<file path="src/rtl/core/u8d_pkg.sv">
// Shared constants, types and lead byte decode for the UTF-8 byte stream decoder.
package u8d_pkg;

    localparam int BYTE_W    = 8;
    localparam int CP_W      = 31;
    localparam int LEN_W     = 3;
    localparam int PAYLOAD_W = 6;

    localparam logic [BYTE_W-1:0] CONT_MASK = 8'hC0;
    localparam logic [BYTE_W-1:0] CONT_TAG  = 8'h80;

    localparam logic [LEN_W-1:0] LEN_ASCII = 3'd1;

    typedef struct packed {
        logic             valid;
        logic [LEN_W-1:0] len;
        logic [CP_W-1:0]  payload;
    } lead_t;

    function automatic lead_t u8d_lead(input logic [BYTE_W-1:0] b);
        lead_t r;
        r = '0;
        unique case (b) inside
            8'b110?????: begin
                r.valid   = 1'b1;
                r.len     = 3'd2;
                r.payload = CP_W'(b[4:0]);
            end
            8'b1110????: begin
                r.valid   = 1'b1;
                r.len     = 3'd3;
                r.payload = CP_W'(b[3:0]);
            end
            8'b11110???: begin
                r.valid   = 1'b1;
                r.len     = 3'd4;
                r.payload = CP_W'(b[2:0]);
            end
            8'b111110??: begin
                r.valid   = 1'b1;
                r.len     = 3'd5;
                r.payload = CP_W'(b[1:0]);
            end
            8'b1111110?: begin
                r.valid   = 1'b1;
                r.len     = 3'd6;
                r.payload = CP_W'(b[0]);
            end
            default: begin
                r = '0;
            end
        endcase
        return r;
    endfunction

endpackage

</file>
<file path="src/rtl/core/utf8_byte_stream_decoder.sv">
// UTF-8 byte stream decoder top level: one byte in, one decode result out.
// Latency: a result appears on m_ the cycle after its byte transfer.
// Throughput: one byte per cycle unless m_ready stalls; state update is a shift-and-or.
// s_ready is high whenever the result register is empty or being taken.
// Reset (aresetn low, synchronous): decode state cleared to zero, no result pending.
module utf8_byte_stream_decoder (
    input  logic                       aclk,
    input  logic                       aresetn,
    input  logic                       s_valid,
    output logic                       s_ready,
    input  logic [u8d_pkg::BYTE_W-1:0] s_in_byte,
    output logic                       m_valid,
    input  logic                       m_ready,
    output logic                       m_error,
    output logic                       m_complete,
    output logic [u8d_pkg::CP_W-1:0]   m_code_point,
    output logic [u8d_pkg::LEN_W-1:0]  m_seq_len
);
    import u8d_pkg::*;

    logic [LEN_W-1:0] bytes_left_reg, bytes_left_next;
    logic [CP_W-1:0]  accum_reg, accum_next;
    logic [LEN_W-1:0] cur_len_reg, cur_len_next;

    logic             m_valid_reg;
    logic             m_error_reg;
    logic             m_complete_reg;
    logic [CP_W-1:0]  m_code_point_reg;
    logic [LEN_W-1:0] m_seq_len_reg;

    logic  accept;
    logic  err;
    lead_t lead;

    assign s_ready = !m_valid_reg || m_ready;
    assign accept  = s_valid && s_ready;

    always_comb begin
        lead            = u8d_lead(s_in_byte);
        bytes_left_next = bytes_left_reg;
        accum_next      = accum_reg;
        cur_len_next    = cur_len_reg;
        err             = 1'b0;
        if (bytes_left_reg != '0) begin
            if ((s_in_byte & CONT_MASK) == CONT_TAG) begin
                accum_next      = {accum_reg[CP_W-PAYLOAD_W-1:0], s_in_byte[PAYLOAD_W-1:0]};
                bytes_left_next = bytes_left_reg - 1'b1;
            end else begin
                err = 1'b1;
            end
        end else if (!s_in_byte[BYTE_W-1]) begin
            accum_next   = CP_W'(s_in_byte);
            cur_len_next = LEN_ASCII;
        end else if (lead.valid) begin
            accum_next      = lead.payload;
            bytes_left_next = lead.len - 1'b1;
            cur_len_next    = lead.len;
        end else begin
            err = 1'b1;
        end
    end

    always_ff @(posedge aclk) begin
        if (!aresetn) begin
            bytes_left_reg <= '0;
            accum_reg      <= '0;
            cur_len_reg    <= '0;
            m_valid_reg    <= 1'b0;
        end else begin
            if (accept) begin
                bytes_left_reg <= bytes_left_next;
                accum_reg      <= accum_next;
                cur_len_reg    <= cur_len_next;
            end
            if (s_ready) begin
                m_valid_reg <= s_valid;
            end
        end
    end

    always_ff @(posedge aclk) begin
        if (accept) begin
            m_error_reg      <= err;
            m_complete_reg   <= !err && (bytes_left_next == '0);
            m_code_point_reg <= accum_next;
            m_seq_len_reg    <= cur_len_next;
        end
    end

    assign m_valid      = m_valid_reg;
    assign m_error      = m_error_reg;
    assign m_complete   = m_complete_reg;
    assign m_code_point = m_code_point_reg;
    assign m_seq_len    = m_seq_len_reg;

    // rejected byte leaves decode state untouched
    a_err_keeps_state: assert property (@(posedge aclk) disable iff (!aresetn)
        (accept && err) |=> ($stable(accum_reg) && $stable(bytes_left_reg)
                             && $stable(cur_len_reg)))
        else $error("decode state changed on rejected byte");

    a_left_below_len: assert property (@(posedge aclk) disable iff (!aresetn)
        (bytes_left_reg != '0) |-> (bytes_left_reg < cur_len_reg))
        else $error("bytes left not below sequence length");

    a_complete_has_len: assert property (@(posedge aclk) disable iff (!aresetn)
        (m_valid && m_complete) |-> (!m_error && m_seq_len != '0))
        else $error("complete result without sequence length");

    a_result_follows: assert property (@(posedge aclk) disable iff (!aresetn)
        accept |=> m_valid)
        else $error("transfer gave no result");

endmodule
</file>
<file path="config.mk">
export PLATFORM = sky130hd
export DESIGN_NAME = utf8_byte_stream_decoder
export DESIGN_NICKNAME = d
export VERILOG_FILES = /design/src/rtl/core/u8d_pkg.sv /design/src/rtl/core/utf8_byte_stream_decoder.sv
export SDC_FILE = /design/constraint.sdc
export NUM_CORES = 1
export LEC_CHECK = 0
export BUFFER_PORTS_ARGS = -buffer_cell sky130_fd_sc_hd__buf_4
export CAP_MARGIN = 10
export CORE_MARGIN = 2
export CORE_UTILIZATION = 60
export CTS_CLUSTER_SIZE = 8
export DETAILED_ROUTE_END_ITERATION = 12
export PLACE_DENSITY = 0.88
export REMOVE_ABC_BUFFERS = 1
export SYNTH_ARGS = -nofsm -noshare
export SYNTH_HDL_FRONTEND = slang
export SYNTH_SLANG_ARGS = --single-unit
</file>
<file path="constraint.sdc">
create_clock -name aclk -period 6.23 [get_ports aclk]
set_input_delay 1.246 -clock aclk [delete_from_list [all_inputs] [get_ports aclk]]
set_output_delay 1.246 -clock aclk [all_outputs]
set_load 0.01 [all_outputs]
</file>
== After elaboration in Yosys (flattened, before gate mapping) ==
Cells that the tools add are included.

* Add/sub/neg operators: 2
* Equal/unequal tests: 6
* Multiplexer cells: 16
* Reductions and logical operators: 7

{| class="wikitable"
|+ Operators by type and width
! cell !! number
|-
| $pmux W35 S5 || 1
|-
| $mux W31 || 4
|-
| $mux W3 || 7
|-
| $eq A7 B7 Y1 const B || 1
|-
| $eq A6 B6 Y1 const B || 1
|-
| $sub A3 B1 Y3 const B || 2
|-
| $eq A5 B5 Y1 const B || 1
|-
| $eq A4 B4 Y1 const B || 1
|-
| $mux W1 || 4
|-
| $eq A3 B3 Y1 const B || 1
|-
| $logic_not A3 Y1 || 1
|-
| $reduce_bool A3 Y1 || 1
|-
| $eq A2 B2 Y1 const B || 1
|-
| $logic_and A1 B1 Y1 || 2
|-
| $logic_not A1 Y1 || 2
|-
| $logic_or A1 B1 Y1 || 1
|}

* Flip-flop bits (word level): 74
* Input bits: 12
* Output and inout bits: 38
* Word-level logic and storage cells: 39

== Longest topological paths before layout ==
* Depth in word-level cells: 8
* Depth in mapped cells: 9
* Depth with buffers taken out: 8

== Least setup slack after synthesis ==
Ideal clock, no wire load.

* Path kind: input-to-reg
* Start point: input port m_ready
* End point: register cur_len_reg[0]
* Library setup time: 0.115 ns
* Arrival time: 3.268 ns
* Data required time: 6.115 ns
* Slack: 2.847 ns
* Stages on the path: 6
* Buffers on the path: 1
* Cell sequence: nand2b_1 nand2_1 inv_1 clkbuf_1 a21boi_0 o21a_1

* Longest elaborated chain between the ends: 2

{| class="wikitable"
|+ Ends and longest elaborated chain
! what !! RTL line !! RTL
|-
| start: declaration || utf8_byte_stream_decoder.sv:13 || <nowiki>input logic m_ready,</nowiki>
|-
| $logic_or A1 B1 Y1 || utf8_byte_stream_decoder.sv:35 || <nowiki>assign s_ready = !m_valid_reg || m_ready;</nowiki>
|-
| $logic_and A1 B1 Y1 || utf8_byte_stream_decoder.sv:36 || <nowiki>assign accept = s_valid && s_ready;</nowiki>
|-
| via accept || utf8_byte_stream_decoder.sv:31 || <nowiki>logic accept;</nowiki>
|-
| end signal: assignment || utf8_byte_stream_decoder.sv:73 || <nowiki>cur_len_reg <= cur_len_next;</nowiki>
|-
| end: declaration || utf8_byte_stream_decoder.sv:23 || <nowiki>logic [LEN_W-1:0] cur_len_reg, cur_len_next;</nowiki>
|}

The timed path passes the listed nets, and every way through them passes these cells.
A chain may end at the register's enable or synchronous reset.

== Worst setup path in the final report ==
* Start point: input port s_in_byte[7] in the netlist's numbering
* End point: register m_code_point_reg[0], in the netlist m_code_point[0] (data pin)

* Longest elaborated chain between the ends: 5

{| class="wikitable"
|+ Ends and longest elaborated chain
! what !! RTL line !! RTL
|-
| start: declaration || utf8_byte_stream_decoder.sv:11 || <nowiki>input logic [u8d_pkg::BYTE_W-1:0] s_in_byte,</nowiki>
|-
| $eq A7 B7 Y1, or another cell as far along || utf8_byte_stream_decoder.sv:39 || <nowiki>lead = u8d_lead(s_in_byte);</nowiki>
|-
| $pmux W35 S5 || u8d_pkg.sv:23 || <nowiki>unique case (b) inside</nowiki>
|-
| $mux W31 || utf8_byte_stream_decoder.sv:54 || <nowiki>end else if (lead.valid) begin</nowiki>
|-
| $mux W31 || utf8_byte_stream_decoder.sv:51 || <nowiki>end else if (!s_in_byte[BYTE_W-1]) begin</nowiki>
|-
| $mux W31 * || utf8_byte_stream_decoder.sv:44 || <nowiki>if (bytes_left_reg != '0) begin</nowiki>
|-
| via accum_next[0] || utf8_byte_stream_decoder.sv:22 || <nowiki>logic [CP_W-1:0] accum_reg, accum_next;</nowiki>
|-
| end signal: assignment || utf8_byte_stream_decoder.sv:85 || <nowiki>m_code_point_reg <= accum_next;</nowiki>
|-
| end: declaration || utf8_byte_stream_decoder.sv:28 || <nowiki>logic [CP_W-1:0] m_code_point_reg;</nowiki>
|}

The timed path passes the listed nets; every way through them passes the cells marked *.

==> flow_metrics.py <==
metrics = {
    "timing": {
        "tns_ns": 0,
        "tightest_slew_ns": 0.900,
        "rsz0062_at_grt": "false",
        "finalCriticalPeriod_ns": 3.09,
        "slew_violations": 0,
        "max_freq_ghz": 0.324,
        "finalCritPeriodShare_pct": 49.6,
        "relSlewSlack_pct": 39.8,
        "clock_skew_ns": 0.00780,
        "whs_ns": 0.484,
        "setup_viol": 0,
        "hold_viol": 0,
    },
    "power": {
        "cellPowerDensity_mw_per_mm2": 280,
        "seqPwrFrac_pct": 51.4,
        "pwr-share-clk_pct": 34.0,
        "internal_power_mw": 0.784,
        "p_sw_share_pct": 26.4,
        "p_total_mw": 1.07,
        "p_leak_nw": 1.48,
        "ir_drop_v": 0.000166,
        "combPwrFrac_pct": 14.6,
        "p_sw_mw": 0.282,
    },
    "clocking": {
        "path_clk_slew_ns": 0.07,
        "numClockSinks": 74,
        "clock_latency_ns": 0.35,
        "htree_levels": 3,
        "cts-resized-gates": 0,
        "clockBufferDepth": 2,
        "cts_tree": "built",
        "numCtsBuffers": 9,
        "cts_root_buf": "clkbuf_8",
        "cts_hold_buf": 0,
        "cts_setup_buffers": 0,
    },
    "global_routing": {
        "grt_max_degree": 41,
        "grt_overflow": 0,
        "grt_pass1_wl_mm": 10.6,
        "grt_usage_pct": 22.6,
        "grt_pass1_vias": 2183,
        "antenna_found_initial": 0,
    },
    "run_status": {
        "status": "complete, no violations",
    },
    "floorplan": {
        "initial_core_util_pct": 62.7,
        "fp.coreArea_mm2": 0.00517,
        "die_w_um": 77.5,
        "die_area_mm2": 0.00600,
        "die_h_um": 77.5,
        "io_pins": 50,
        "rows": 26,
    },
    "layout": {
        "diodes": 0,
        "final_nets": 322,
        "fin_util_pct": 73.4,
        "fill_cells": 366,
        "drive_above_1_share_pct": 24.7,
        "areaGrowthSynthToFinish_pct": 17.2,
    },
    "detailed_routing": {
        "firstDrtPassIters": 4,
        "avgViaCountPerCell": 6.16,
        "vias": 2354,
        "drc": 0,
        "wl_per_cell_um": 17.1,
        "routed_wirelength_mm": 6.55,
        "ant_nets": 0,
        "drt_iter0_markers": 134,
    },
    "logic_synthesis": {
        "synthArstFlopShare_pct": 0,
        "syn_area_mm2": 0.00324,
        "synthTopCellsByArea": "edfxtp_1 (33%), dfxtp_1 (23%), a32o_1 (7.7%)",
        "synth_top_cell_by_area": "edfxtp_1",
        "synthFlopType": "dfxtp_1",
        "synth-edff-count": 36,
        "synth_commonest_cells": "dfxtp_1 (38), edfxtp_1 (36), a22o_1 (26), a32o_1 (25), nand2_1 (20)",
        "seq_area_frac_synth_pct": 56.8,
        "yosysUniqueCellTypes": 48,
        "postSynthCellCount": 263,
        "synth_most_common_cell": "dfxtp_1",
        "synth_area_per_cell_um2": 12.3,
        "yosys.area.top_type_share_pct": 33.4,
        "ys_warn_count": 0,
        "synth-seq-cells": 74,
    },
    "worst_setup_path": {
        "r2r_start": "bytes_left_reg[0]$_SDFFE_PN0P_",
        "crit_type": "primary input to flop",
        "cp.arrival_ns": 3.18,
        "worstSetupEndpoint": "m_code_point[0]$_DFFE_PP_",
        "crit_path_start": "s_in_byte[7]",
        "start_kind": "primary input",
        "reg2reg_to": "m_code_point[0]$_DFFE_PP_",
        "required_ns": 6.33,
        "regToRegSetupSlack_ns": 3.39,
        "cp_max_fo": 15,
        "reg2reg_depth": 7,
        "cp-end-kind": "flop",
    },
    "hold_path": {
        "hold_path_class": "flop to flop",
        "min-delay-start": "accum_reg[0]$_SDFFE_PN0P_",
    },
    "run": {
        "maxCapViolations": 0,
    },
    "placed_design": {
        "placement.io_buffers": 49,
        "gp_congestion": 0.901,
        "dp_hpwl_mm": 4.26,
    },
}
## per-stage QoR
stage | setup slack, ns | std cells | instance area [µm²]
CTS | 3.18 | 382 | 3800
detailed placement | 2.83 | 366 | 3600
global placement | 2.92 | 366 | 3600
finish | 3.14 | 382 | 3800
floorplan | 3.12 | 243 | 3120
global route | 2.97 | 382 | 3800
## area by class of cell
| class | count | area, µm² | area share [%] |
|---|---|---|---|
| sequential | 74 | 1840 | 48.5 |
| clock buffer | 11 | 131 | 3.46 |
| multi-input combinational | 162 | 1250 | 32.9 |
| timing repair buffer | 53 | 398 | 10.5 |
| clock inverter | 5 | 62.6 | 1.65 |
| tap | 70 | 87.6 | 2.31 |
| inverter | 7 | 26.3 | 0.692 |
## cell usage in the layout (no fill, tap or decap), drive strengths merged, types with 2 or more instances in the layout
| master | instances |
|---|---|
| a211oi | 2 |
| a21boi | 3 |
| a21o | 7 |
| a21oi | 7 |
| a221o | 2 |
| a22o | 26 |
| a31oi | 4 |
| a32o | 25 |
| a32oi | 3 |
| and2 | 3 |
| and3b | 2 |
| buf | 53 |
| clkbuf | 11 |
| clkinvlp | 2 |
| dfxtp | 38 |
| edfxtp | 36 |
| ha | 3 |
| inv | 8 |
| mux2i | 2 |
| nand2 | 20 |
| nand2b | 6 |
| nand3 | 7 |
| nand4 | 2 |
| nor2b | 2 |
| nor3 | 2 |
| o211ai | 2 |
| o21a | 2 |
| o21ai | 12 |
| o221a | 2 |
| o22ai | 2 |
## layer usage
| layer | vias up | routed length [µm] | GRT usage [%] | share of wire, % |
|---|---|---|---|---|
| met4 | 0 | 73 | 6.79 | 1.1 |
| met5 | - | 0 | 0 | 0 |
| met1 | 1127 | 2870 | 29.6 | 44 |
| li1 | 1149 | - | - | - |
| met3 | 11 | 280 | 5.35 | 4.3 |
| met2 | 67 | 3320 | 37.4 | 51 |
## worst min-delay path by stage
stage / endpoint / slack [ns] / depth (start not counted)
final: accum_reg[0]$_SDFFE_PN0P_ / 0.48 / 2
after CTS: accum_reg[0]$_SDFFE_PN0P_ / 0.49 / 2
after global routing: accum_reg[0]$_SDFFE_PN0P_ / 0.51 / 2
after detailed placement: accum_reg[0]$_SDFFE_PN0P_ / 0.47 / 2
after global placement: accum_reg[0]$_SDFFE_PN0P_ / 0.47 / 2
after floorplan: accum_reg[0]$_SDFFE_PN0P_ / 0.45 / 2
## critical path: stages
cell,delay (ns)
buf_4,0.17
inv_1,0.16
o311ai_4,0.40
and2_1,0.54
buf_4,0.32
mux2_1,0.33
## cell families (layout without fill, tap and decap cells)
logic type | after synthesis | count (layout) | share of synthesized area (%)
buffers and inverters | 27 | 76 | 4.59
muxes | 3 | 3 | 0.965
AOI/OAI and AO/OA | 108 | 108 | 28.4
and+or+nand+nor | 48 | 48 | 8.07
adders and majority gates | 3 | 3 | 1.16
DFF | 74 | 74 | 56.8
## power by group through the flow
stage                     clock (mW)  combinational, mW  sequential [mW]
after detailed placement           0              0.154            0.558
final                          0.362              0.156            0.547
after floorplan                    0             0.0819            0.565
after global placement             0              0.152            0.558
after CTS                      0.364              0.155            0.548
after global routing           0.382              0.170            0.550
No activity file was read; power rests on OpenSTA's default activity.
